===== src/rtl/rsm_pkg.sv =====
// ----------------------------------------------------------------------------
// rsm_pkg
// Shared types and constants for the range set merge core: field widths,
// operation and status codes, the table entry and result records, and the
// controller states.
// ----------------------------------------------------------------------------
package rsm_pkg;

  // default number of table entries
  localparam int unsigned TABLE_DEPTH = 32;

  // field widths
  localparam int unsigned OFF_W  = 48;
  localparam int unsigned SIZE_W = 32;
  localparam int unsigned LEN_W  = 49;

  // operation codes of an input beat
  typedef enum logic [1:0] {
    OP_LOAD  = 2'd0,
    OP_MERGE = 2'd1,
    OP_EMIT  = 2'd2
  } op_e;

  // status codes of a result beat
  typedef enum logic [2:0] {
    STATUS_APPENDED = 3'd0,
    STATUS_EXTENDED = 3'd1,
    STATUS_DROPPED  = 3'd2,
    STATUS_ENTRY    = 3'd3,
    STATUS_EMPTY    = 3'd4
  } status_e;

  // controller states
  typedef enum logic [2:0] {
    ST_IDLE,
    ST_APPEND,
    ST_SCAN,
    ST_EXTEND,
    ST_SORT,
    ST_RESULT
  } state_e;

  // one table entry as held in the memory
  typedef struct packed {
    logic [OFF_W-1:0] start;
    logic [LEN_W-1:0] length;
    logic             flag;
  } entry_t;

  // one result beat
  typedef struct packed {
    status_e          status;
    logic [OFF_W-1:0] offset;
    logic [LEN_W-1:0] size;
    logic             changed;
    logic             last;
  } result_t;

endpackage


===== src/rtl/rsm_mem.sv =====
// ----------------------------------------------------------------------------
// rsm_mem
// Range table storage: one write port and one read port, read data
// registered. Contents are undefined until written.
// ----------------------------------------------------------------------------
module rsm_mem #(
  parameter int unsigned TableDepth = rsm_pkg::TABLE_DEPTH,
  parameter int unsigned IdxW       = $clog2(TableDepth)
) (
  input  logic                 clk_i,
  input  logic                 we_i,
  input  logic [IdxW-1:0]      waddr_i,
  input  rsm_pkg::entry_t      wdata_i,
  input  logic                 re_i,
  input  logic [IdxW-1:0]      raddr_i,
  output rsm_pkg::entry_t      rdata_o
);

  rsm_pkg::entry_t mem_q [TableDepth];
  rsm_pkg::entry_t rdata_q;

  // write port
  always_ff @(posedge clk_i) begin
    if (we_i) begin
      mem_q[waddr_i] <= wdata_i;
    end
  end

  // registered read port
  always_ff @(posedge clk_i) begin
    if (re_i) begin
      rdata_q <= mem_q[raddr_i];
    end
  end

  assign rdata_o = rdata_q;

endmodule


===== src/rtl/range_set_merge_core.sv =====
// ----------------------------------------------------------------------------
// range_set_merge_core
// Table of byte ranges with unchecked load, first-match merge, and a sorted
// emit that clears the table. Entries sit in a single-port-read memory.
// ----------------------------------------------------------------------------
// Load: an accepted beat goes through the append state, then the result state.
// Merge: walks the stored entries in order, one memory read a cycle.
// Emit: one selection pass over the table plus a result beat per entry;
//   an empty table answers with a single empty-status result beat.
// One item is worked on at a time; a new beat is taken while a result waits in the output register.
// Reset clears the entry count and control state; the memory is not cleared.
module range_set_merge_core #(
  parameter int unsigned TableDepth = rsm_pkg::TABLE_DEPTH
) (
  input  logic                      clk_i,
  input  logic                      rst_ni,
  // input channel
  input  logic                      in_valid_i,
  output logic                      in_ready_o,
  input  logic [1:0]                operation_i,
  input  logic [rsm_pkg::OFF_W-1:0] range_offset_i,
  input  logic [rsm_pkg::SIZE_W-1:0] range_size_i,
  input  logic                      range_changed_i,
  // result channel
  output logic                      out_valid_o,
  input  logic                      out_ready_i,
  output logic [2:0]                status_o,
  output logic [rsm_pkg::OFF_W-1:0] out_offset_o,
  output logic [rsm_pkg::LEN_W-1:0] out_size_o,
  output logic                      out_changed_o,
  output logic                      last_o
);

  localparam int unsigned IdxW = $clog2(TableDepth);
  localparam int unsigned CntW = $clog2(TableDepth + 1);
  localparam int unsigned OffW = rsm_pkg::OFF_W;
  localparam int unsigned SizeW = rsm_pkg::SIZE_W;
  localparam int unsigned LenW = rsm_pkg::LEN_W;

  rsm_pkg::state_e state_q, state_d;

  // captured input beat
  logic [OffW-1:0]  off_q, off_d;
  logic [SizeW-1:0] size_q, size_d;
  logic             chg_q, chg_d;

  // table fill and scan bookkeeping
  logic [CntW-1:0]  cnt_q, cnt_d;
  logic [CntW-1:0]  scan_q, scan_d;
  logic             rd_pend_q, rd_pend_d;
  logic [IdxW-1:0]  rd_idx_q, rd_idx_d;

  // merge hit
  rsm_pkg::entry_t  hit_q, hit_d;
  logic [IdxW-1:0]  hit_idx_q, hit_idx_d;
  logic [OffW-1:0]  hit_dist_q, hit_dist_d;

  // sort selection
  logic             best_vld_q, best_vld_d;
  rsm_pkg::entry_t  best_q, best_d;
  logic [IdxW-1:0]  best_idx_q, best_idx_d;
  logic             prev_vld_q, prev_vld_d;
  logic [OffW-1:0]  prev_start_q, prev_start_d;
  logic [IdxW-1:0]  prev_idx_q, prev_idx_d;
  logic [CntW-1:0]  emit_cnt_q, emit_cnt_d;

  // pending result and output register
  rsm_pkg::result_t res_q, res_d;
  logic             out_valid_q, out_valid_d;
  rsm_pkg::result_t out_q, out_d;

  // memory ports
  logic             mem_we, mem_re;
  logic [IdxW-1:0]  mem_waddr;
  rsm_pkg::entry_t  mem_wdata, mem_rdata;

  // shared decode
  logic             issue_room, room, hit, pass_end, eligible, better, out_free, emit_last;
  logic [OffW:0]    off_delta;
  logic [LenW-1:0]  ext_sum, ext_len;

  rsm_mem #(
    .TableDepth (TableDepth),
    .IdxW       (IdxW)
  ) u_mem (
    .clk_i   (clk_i),
    .we_i    (mem_we),
    .waddr_i (mem_waddr),
    .wdata_i (mem_wdata),
    .re_i    (mem_re),
    .raddr_i (scan_q[IdxW-1:0]),
    .rdata_o (mem_rdata)
  );

  // entry compare against the captured offset
  assign off_delta  = {1'b0, off_q} - {1'b0, mem_rdata.start};
  assign hit        = rd_pend_q && !off_delta[OffW] &&
                      ({1'b0, off_delta[OffW-1:0]} < mem_rdata.length);
  assign issue_room = (scan_q < cnt_q);
  assign pass_end   = !rd_pend_q && !issue_room;
  assign room       = (cnt_q < CntW'(TableDepth));

  // sort key order: (start, index) strictly after the previous beat, lowest start wins
  assign eligible = !prev_vld_q || (mem_rdata.start > prev_start_q) ||
                    ((mem_rdata.start == prev_start_q) && (rd_idx_q > prev_idx_q));
  assign better   = !best_vld_q || (mem_rdata.start < best_q.start);
  assign emit_last = ((emit_cnt_q + CntW'(1)) == cnt_q);

  // extended length from registered hit values
  assign ext_sum = {1'b0, hit_dist_q} + {{(LenW - SizeW){1'b0}}, size_q};
  assign ext_len = (ext_sum > hit_q.length) ? ext_sum : hit_q.length;

  assign out_free = !out_valid_q || out_ready_i;

  // next state
  always_comb begin
    state_d = state_q;
    unique case (state_q)
      rsm_pkg::ST_IDLE: begin
        if (in_valid_i) begin
          priority case (operation_i)
            rsm_pkg::OP_LOAD:  state_d = rsm_pkg::ST_APPEND;
            rsm_pkg::OP_MERGE: state_d = rsm_pkg::ST_SCAN;
            rsm_pkg::OP_EMIT:  state_d = (cnt_q == '0) ? rsm_pkg::ST_RESULT
                                                       : rsm_pkg::ST_SORT;
            default:           state_d = rsm_pkg::ST_IDLE;
          endcase
        end
      end
      rsm_pkg::ST_APPEND: state_d = rsm_pkg::ST_RESULT;
      rsm_pkg::ST_SCAN: begin
        if (hit) begin
          state_d = rsm_pkg::ST_EXTEND;
        end else if (pass_end) begin
          state_d = rsm_pkg::ST_APPEND;
        end
      end
      rsm_pkg::ST_EXTEND: state_d = rsm_pkg::ST_RESULT;
      rsm_pkg::ST_SORT: begin
        if (pass_end) begin
          state_d = rsm_pkg::ST_RESULT;
        end
      end
      rsm_pkg::ST_RESULT: begin
        if (out_free) begin
          state_d = res_q.last && (res_q.status != rsm_pkg::STATUS_ENTRY || cnt_q == '0)
                    ? rsm_pkg::ST_IDLE : rsm_pkg::ST_SORT;
        end
      end
      default: state_d = rsm_pkg::ST_IDLE;
    endcase
  end

  // datapath and memory control
  always_comb begin
    off_d        = off_q;
    size_d       = size_q;
    chg_d        = chg_q;
    cnt_d        = cnt_q;
    scan_d       = scan_q;
    rd_pend_d    = 1'b0;
    rd_idx_d     = rd_idx_q;
    hit_d        = hit_q;
    hit_idx_d    = hit_idx_q;
    hit_dist_d   = hit_dist_q;
    best_vld_d   = best_vld_q;
    best_d       = best_q;
    best_idx_d   = best_idx_q;
    prev_vld_d   = prev_vld_q;
    prev_start_d = prev_start_q;
    prev_idx_d   = prev_idx_q;
    emit_cnt_d   = emit_cnt_q;
    res_d        = res_q;
    mem_we       = 1'b0;
    mem_re       = 1'b0;
    mem_waddr    = cnt_q[IdxW-1:0];
    mem_wdata    = '{start: off_q, length: {{(LenW - SizeW){1'b0}}, size_q}, flag: chg_q};

    unique case (state_q)
      rsm_pkg::ST_IDLE: begin
        // capture the beat and arm the scan
        if (in_valid_i) begin
          off_d      = range_offset_i;
          size_d     = range_size_i;
          chg_d      = range_changed_i;
          scan_d     = '0;
          best_vld_d = 1'b0;
          prev_vld_d = 1'b0;
          emit_cnt_d = '0;
          res_d      = '{status: rsm_pkg::STATUS_EMPTY, offset: '0, size: '0,
                         changed: 1'b0, last: 1'b1};
        end
      end
      rsm_pkg::ST_APPEND: begin
        // append at the fill count, or drop when full
        res_d = '{status: rsm_pkg::STATUS_DROPPED, offset: off_q,
                  size: {{(LenW - SizeW){1'b0}}, size_q}, changed: chg_q, last: 1'b1};
        if (room) begin
          mem_we       = 1'b1;
          cnt_d        = cnt_q + CntW'(1);
          res_d.status = rsm_pkg::STATUS_APPENDED;
        end
      end
      rsm_pkg::ST_SCAN: begin
        // walk the table in insertion order, stop at the first hit
        if (hit) begin
          hit_d      = mem_rdata;
          hit_idx_d  = rd_idx_q;
          hit_dist_d = off_delta[OffW-1:0];
        end else if (issue_room) begin
          mem_re    = 1'b1;
          rd_pend_d = 1'b1;
          rd_idx_d  = scan_q[IdxW-1:0];
          scan_d    = scan_q + CntW'(1);
        end
      end
      rsm_pkg::ST_EXTEND: begin
        // write back the end, raised if the new range reaches past it; entry keeps its flag
        mem_we    = 1'b1;
        mem_waddr = hit_idx_q;
        mem_wdata = '{start: hit_q.start, length: ext_len, flag: hit_q.flag};
        res_d     = '{status: rsm_pkg::STATUS_EXTENDED, offset: hit_q.start,
                      size: ext_len, changed: hit_q.flag, last: 1'b1};
      end
      rsm_pkg::ST_SORT: begin
        // selection pass: smallest key after the previous beat
        if (rd_pend_q && eligible && better) begin
          best_vld_d = 1'b1;
          best_d     = mem_rdata;
          best_idx_d = rd_idx_q;
        end
        if (issue_room) begin
          mem_re    = 1'b1;
          rd_pend_d = 1'b1;
          rd_idx_d  = scan_q[IdxW-1:0];
          scan_d    = scan_q + CntW'(1);
        end
        if (pass_end) begin
          res_d        = '{status: rsm_pkg::STATUS_ENTRY, offset: best_q.start,
                           size: best_q.length, changed: best_q.flag, last: emit_last};
          prev_vld_d   = 1'b1;
          prev_start_d = best_q.start;
          prev_idx_d   = best_idx_q;
          emit_cnt_d   = emit_cnt_q + CntW'(1);
          scan_d       = '0;
          best_vld_d   = 1'b0;
          if (emit_last) begin
            cnt_d = '0;
          end
        end
      end
      rsm_pkg::ST_RESULT: begin
      end
      default: begin
      end
    endcase
  end

  // output register
  always_comb begin
    out_valid_d = out_valid_q;
    out_d       = out_q;
    if (state_q == rsm_pkg::ST_RESULT && out_free) begin
      out_valid_d = 1'b1;
      out_d       = res_q;
    end else if (out_ready_i) begin
      out_valid_d = 1'b0;
    end
  end

  // control registers
  always_ff @(posedge clk_i or negedge rst_ni) begin
    if (!rst_ni) begin
      state_q     <= rsm_pkg::ST_IDLE;
      cnt_q       <= '0;
      scan_q      <= '0;
      rd_pend_q   <= 1'b0;
      best_vld_q  <= 1'b0;
      prev_vld_q  <= 1'b0;
      emit_cnt_q  <= '0;
      out_valid_q <= 1'b0;
    end else begin
      state_q     <= state_d;
      cnt_q       <= cnt_d;
      scan_q      <= scan_d;
      rd_pend_q   <= rd_pend_d;
      best_vld_q  <= best_vld_d;
      prev_vld_q  <= prev_vld_d;
      emit_cnt_q  <= emit_cnt_d;
      out_valid_q <= out_valid_d;
    end
  end

  // payload registers
  always_ff @(posedge clk_i) begin
    off_q        <= off_d;
    size_q       <= size_d;
    chg_q        <= chg_d;
    rd_idx_q     <= rd_idx_d;
    hit_q        <= hit_d;
    hit_idx_q    <= hit_idx_d;
    hit_dist_q   <= hit_dist_d;
    best_q       <= best_d;
    best_idx_q   <= best_idx_d;
    prev_start_q <= prev_start_d;
    prev_idx_q   <= prev_idx_d;
    res_q        <= res_d;
    out_q        <= out_d;
  end

  // ports
  assign in_ready_o    = (state_q == rsm_pkg::ST_IDLE);
  assign out_valid_o   = out_valid_q;
  assign status_o      = out_q.status;
  assign out_offset_o  = out_q.offset;
  assign out_size_o    = out_q.size;
  assign out_changed_o = out_q.changed;
  assign last_o        = out_q.last;

  // checks
  a_cnt_bound: assert property (@(posedge clk_i) disable iff (!rst_ni)
    cnt_q <= CntW'(TableDepth))
    else $error("entry count beyond table depth");

  a_write_state: assert property (@(posedge clk_i) disable iff (!rst_ni)
    mem_we |-> (state_q == rsm_pkg::ST_APPEND || state_q == rsm_pkg::ST_EXTEND))
    else $error("table write outside append or extend");

  a_read_state: assert property (@(posedge clk_i) disable iff (!rst_ni)
    rd_pend_q |-> (state_q == rsm_pkg::ST_SCAN || state_q == rsm_pkg::ST_SORT))
    else $error("read data pending outside a table walk");

  a_emit_clear: assert property (@(posedge clk_i) disable iff (!rst_ni)
    (state_q == rsm_pkg::ST_RESULT && res_q.status == rsm_pkg::STATUS_ENTRY && res_q.last)
    |-> cnt_q == '0)
    else $error("table not cleared after final emitted entry");

  a_emit_progress: assert property (@(posedge clk_i) disable iff (!rst_ni)
    (state_q == rsm_pkg::ST_SORT) |-> (emit_cnt_q < cnt_q))
    else $error("sort pass started with every entry already emitted");

endmodule

===== config.mk =====
export PLATFORM = sky130hd
export DESIGN_NAME = range_set_merge_core
export DESIGN_NICKNAME = d
export VERILOG_FILES = /design/src/rtl/rsm_pkg.sv /design/src/rtl/rsm_mem.sv /design/src/rtl/range_set_merge_core.sv
export SDC_FILE = /design/constraint.sdc
export NUM_CORES = 2
export LEC_CHECK = 0
export BUFFER_PORTS_ARGS = -buffer_cell sky130_fd_sc_hd__buf_2
export CAP_MARGIN = 20
export CORE_UTILIZATION = 50
export DETAILED_ROUTE_END_ITERATION = 16
export PLACE_DENSITY_LB_ADDON = 0.05
export RECOVER_POWER = 50
export SLEW_MARGIN = 20
export SYNTH_ARGS = -nofsm -noshare
export SYNTH_HDL_FRONTEND = slang
export SYNTH_SLANG_ARGS = --single-unit

===== constraint.sdc =====
create_clock -name clk_i -period 33.4 [get_ports clk_i]
set_clock_uncertainty 0.05 [all_clocks]
set_input_delay 6.68 -clock clk_i [delete_from_list [all_inputs] [get_ports clk_i]]
set_output_delay 6.68 -clock clk_i [all_outputs]
set_load 0.02 [all_outputs]

==> summary.md <==
| Metric | Value |
|---|---|
| Postcts setup bufs | `0` |
| Setup violators final | `0` |
| Die Wd | `roughly 560 um` |
| Cell Count, Final, Fillers Out | `12200` |
| Post-DP HPWL | `237.2 mm` |
| Commonest cells after routing, fill and taps aside | `edfxtp_1 (3831), mux4_2 (980), clkbuf_16 (401), inv_1 (289), ha_1 (285)` |
| Tmin final | `18.32 ns` |
| First-pass GRT wire length | `596.2 mm` |
| Worst setup path endpoint | `u_mem.mem_q[22][17]` |
| Root cell of the clock tree | `clkbuf_16` |
| FF-to-FF setup slack | `15.08 ns` |
| Mean Syn Cell Area | `roughly 21 sq um` |
| Failing checks | `capacitance limit, slew limit` |
| Post-synthesis cell type count | `71` |
| Layout cell share with drive strength beyond 1 | `0.2424` |
| Clk buf depth | `4` |
| Max-cap violations | `93` |
| RR Startpoint | `state_q[0]` |
| Seq/Total Area, Yosys | `0.7540` |
| P per Cell Area | `80.23 mW/mm^2` |
| Kind of critical path | `reg -> reg` |
| # clock sinks | `3856` |
| Antenna-violating nets left | `0` |
| Post-Syn Instances | `7294` |
| Layout Nets | `slightly above 8000` |
| RSZ-0062 raised after global routing | `false` |
| Vias in the first global route | `76900` |
| Area growth syn-to-layout | `12.52%` |
| CTS tree | `built` |
| Synthesized area | `0.1534 sq mm` |
| Routed wl met2 | `207.6 mm` |
| Insertion delay to the later sink of the worst-skew pair | `0.97 ns` |
| Drt via density | `approximately 6.3` |
| TNS Setup | `0 ns` |
| H-tree Lvls | `5` |
| Final WL | `between 400 and 500 mm` |
| Final Cycle Share | `0.5484` |
| Largest net degree at the start of global routing | `~130` |
| # DRC | `0` |
| Yosys warning total | `0` |
| Placer Congestion | `0.8944` |
| Reg-to-reg critical path endpoint | `u_mem.mem_q[22][17]` |
| Flops & latches, synth | `3856` |
| Core outline area | `a little over 0.3 sq mm` |
| Worst reg-to-reg path cell count | `10` |
| Post-CTS Resized | `0` |
| Initial Util | `0.5021` |
| Initial drt markers | `8777` |
| Hold WS | `0.3644 ns` |
| Critical Path End Type | `flip-flop` |
| Max Slew Vio Count | `between 3000 and 4000` |
| Commonest non-fill, non-tap cell in the layout | `edfxtp_1` |
| Setup ws final | `around 15 ns` |
| CP Launch Point | `state_q[0]` |
| # hold bufs at CTS | `0` |
| Gr usage total | `0.2793` |
| Crit Path Max Fanout | `67` |
| PortBufs | `190` |
| Worst Hold Class | `reg -> reg` |
| Worst Tran Pin Value | `slightly below 9 ns` |
| Pwr Total | `13.85 mW` |
| Initial antenna violation count | `27` |
| Hold Vio Cnt, Final | `0` |
| CP Data Required Time | `about 34 ns` |
| Outcome | `finished, violations left` |
| Top_reg_cell synth | `edfxtp_1` |
| DP Cell Count | `11460` |
| Worst vdd ir | `0.07747 mV` |
| Max Fclk | `about 55 MHz` |
| Detailed-route via count | `between 70000 and 80000` |
| Grt total ovfl | `0` |
| Num ports | `191` |
| Post-synth EDFFs | `3831` |
| Num CTS Buffers | `397` |
| Top Layer Used | `met5` |
| Detailed-route wire length per cell | `35.37 um` |
| Synth async-reset ratio | `0.006483` |
| M1 WL | `174.8 mm` |
| CP Launch Type | `flip-flop` |
| Pre-CTS setup slack | `23.65 ns` |
| Leakage power | `56.67 nW` |
| Slew headroom | `-4.962` |
| Post-synthesis net count | `7668` |
| Standard-cell rows | `203` |
| Data arrival, critical path | `18.57 ns` |
| DR WL met3 | `30.92 mm` |
| Die Ht | `approximately 560 um` |
| CTS clk-pin slew, worst paths | `0.06 ns` |
| DIE AREA | `between 0.3 and 0.4 sq mm` |
| 1st-pass router iterations | `6` |
through the flow:
stage / cell area, sq um / utilization
2_1_floorplan: 153400 / -
3_3_place_gp: 160200 / 0.5242
3_5_place_dp: 160200 / 0.5243
4_1_cts: 173000 / 0.5661
5_1_grt: 172600 / 0.5649
6_report: 172600 / 0.5649
worst max-delay path: stages (launching register included):
cell	delay (ns)
dfrtp_1	0.61
nor2b_2	0.22
clkbuf_1	2.91
and2_0	1.92
clkbuf_1	2.11
nor2_1	0.37
a21oi_1	0.45
nand2_1	0.34
nor2_4	0.17
clkbuf_1	2.41
clkbuf_1	5.60
routing by layer:
layer	vias to the layer above	track usage
li1	31190	-
met1	41660	0.3837
met2	3050	0.4462
met3	735	0.05339
met4	22	0.1061
met5	-	0
cells by family after synthesis:
kind of cell,after synthesis,share of synthesized area
AND/OR/NAND/NOR,613,0.01811
flip-flops,3856,0.7540
buffers and inverters,608,0.01510
AO/OA/AOI/OAI,719,0.03039
multiplexers,1108,0.1530
adder cells (fa/ha/maj),287,0.02351
XOR/XNOR,103,0.005880
power breakdown:
group	leakage (nW)	internal, mW	switching (mW)
Clock	6.20	2.50	1.88
Combinational	14.7	1.40	1.87
Sequential	35.8	5.89	0.318
Total	56.7	9.79	4.06
cell usage after synthesis, types with 10 or more instances:
| cell | n | area [sq um] |
|---|---|---|
| o21bai_1 | 16 | 120.1 |
| o31ai_1 | 14 | 105.1 |
| a22oi_1 | 83 | 623.1 |
| mux2_2 | 101 | 1137 |
| xnor2_1 | 68 | 595.6 |
| nor2_1 | 129 | 484.2 |
| edfxtp_1 | 3831 | 115000 |
| inv_1 | 289 | 1085 |
| a31oi_1 | 14 | 87.58 |
| nand3_1 | 35 | 175.2 |
| o22ai_1 | 29 | 181.4 |
| o211ai_1 | 16 | 120.1 |
| buf_1 | 66 | 247.7 |
| nor2b_1 | 21 | 131.4 |
| nand2_1 | 280 | 1051 |
| nand4_1 | 49 | 306.5 |
| a22o_1 | 10 | 87.58 |
| xor2_1 | 35 | 306.5 |
| nand2b_1 | 20 | 125.1 |
| and2_1 | 13 | 81.33 |
| o21a_1 | 18 | 135.1 |
| a21o_1 | 117 | 878.3 |
| mux2i_1 | 27 | 270.3 |
| nor3_1 | 19 | 95.09 |
| a211oi_1 | 18 | 135.1 |
| clkbuf_1 | 243 | 912.1 |
| dfrtp_1 | 25 | 625.6 |
| o21ai_0 | 168 | 840.8 |
| mux4_2 | 980 | 22070 |
| and3_1 | 13 | 81.33 |
| a21oi_1 | 153 | 765.7 |
| ha_1 | 285 | 3566 |
area by class of cell:
class                   instances  area, sq um
diodes                          8        20.02
repair buffers                388         2202
inverters                     289         1085
fillers                     23070       132900
clock buffers                 498        10450
flip-flops and latches       3856       115700
multi-input cells            2830        35720
clock inverters               226         2341
well taps                    4100         5130
sequential cells by signal, summed over array words and instances, names as in the netlist, 6 cells and up:
name and flops:
u_mem.rdata_o 98, off_q 48, cnt_q 6, u_mem.mem_q 3136
best_q 98, size_q 32, scan_q 6, hit_dist_q 48
out_size_o 49, out_offset_o 48, emit_cnt_q 6, hit_q 98
res_q 102, prev_start_q 48
worst min path at each step:
stage | startpoint | to | slack, ns | cells past startpoint
5_1_grt | res_q[30] | out_size_o[28] | 0.37 | 0
3_3_place_gp | best_idx_q[1] | prev_idx_q[1] | 0.35 | 0
3_5_place_dp | res_q[87] | out_offset_o[36] | 0.35 | 0
2_1_floorplan | res_q[1] | out_changed_o | 0.35 | 0
6_report | res_q[37] | out_size_o[35] | 0.36 | 0
4_1_cts | res_q[30] | out_size_o[28] | 0.36 | 0
No activity file was read; power rests on OpenSTA's default activity.
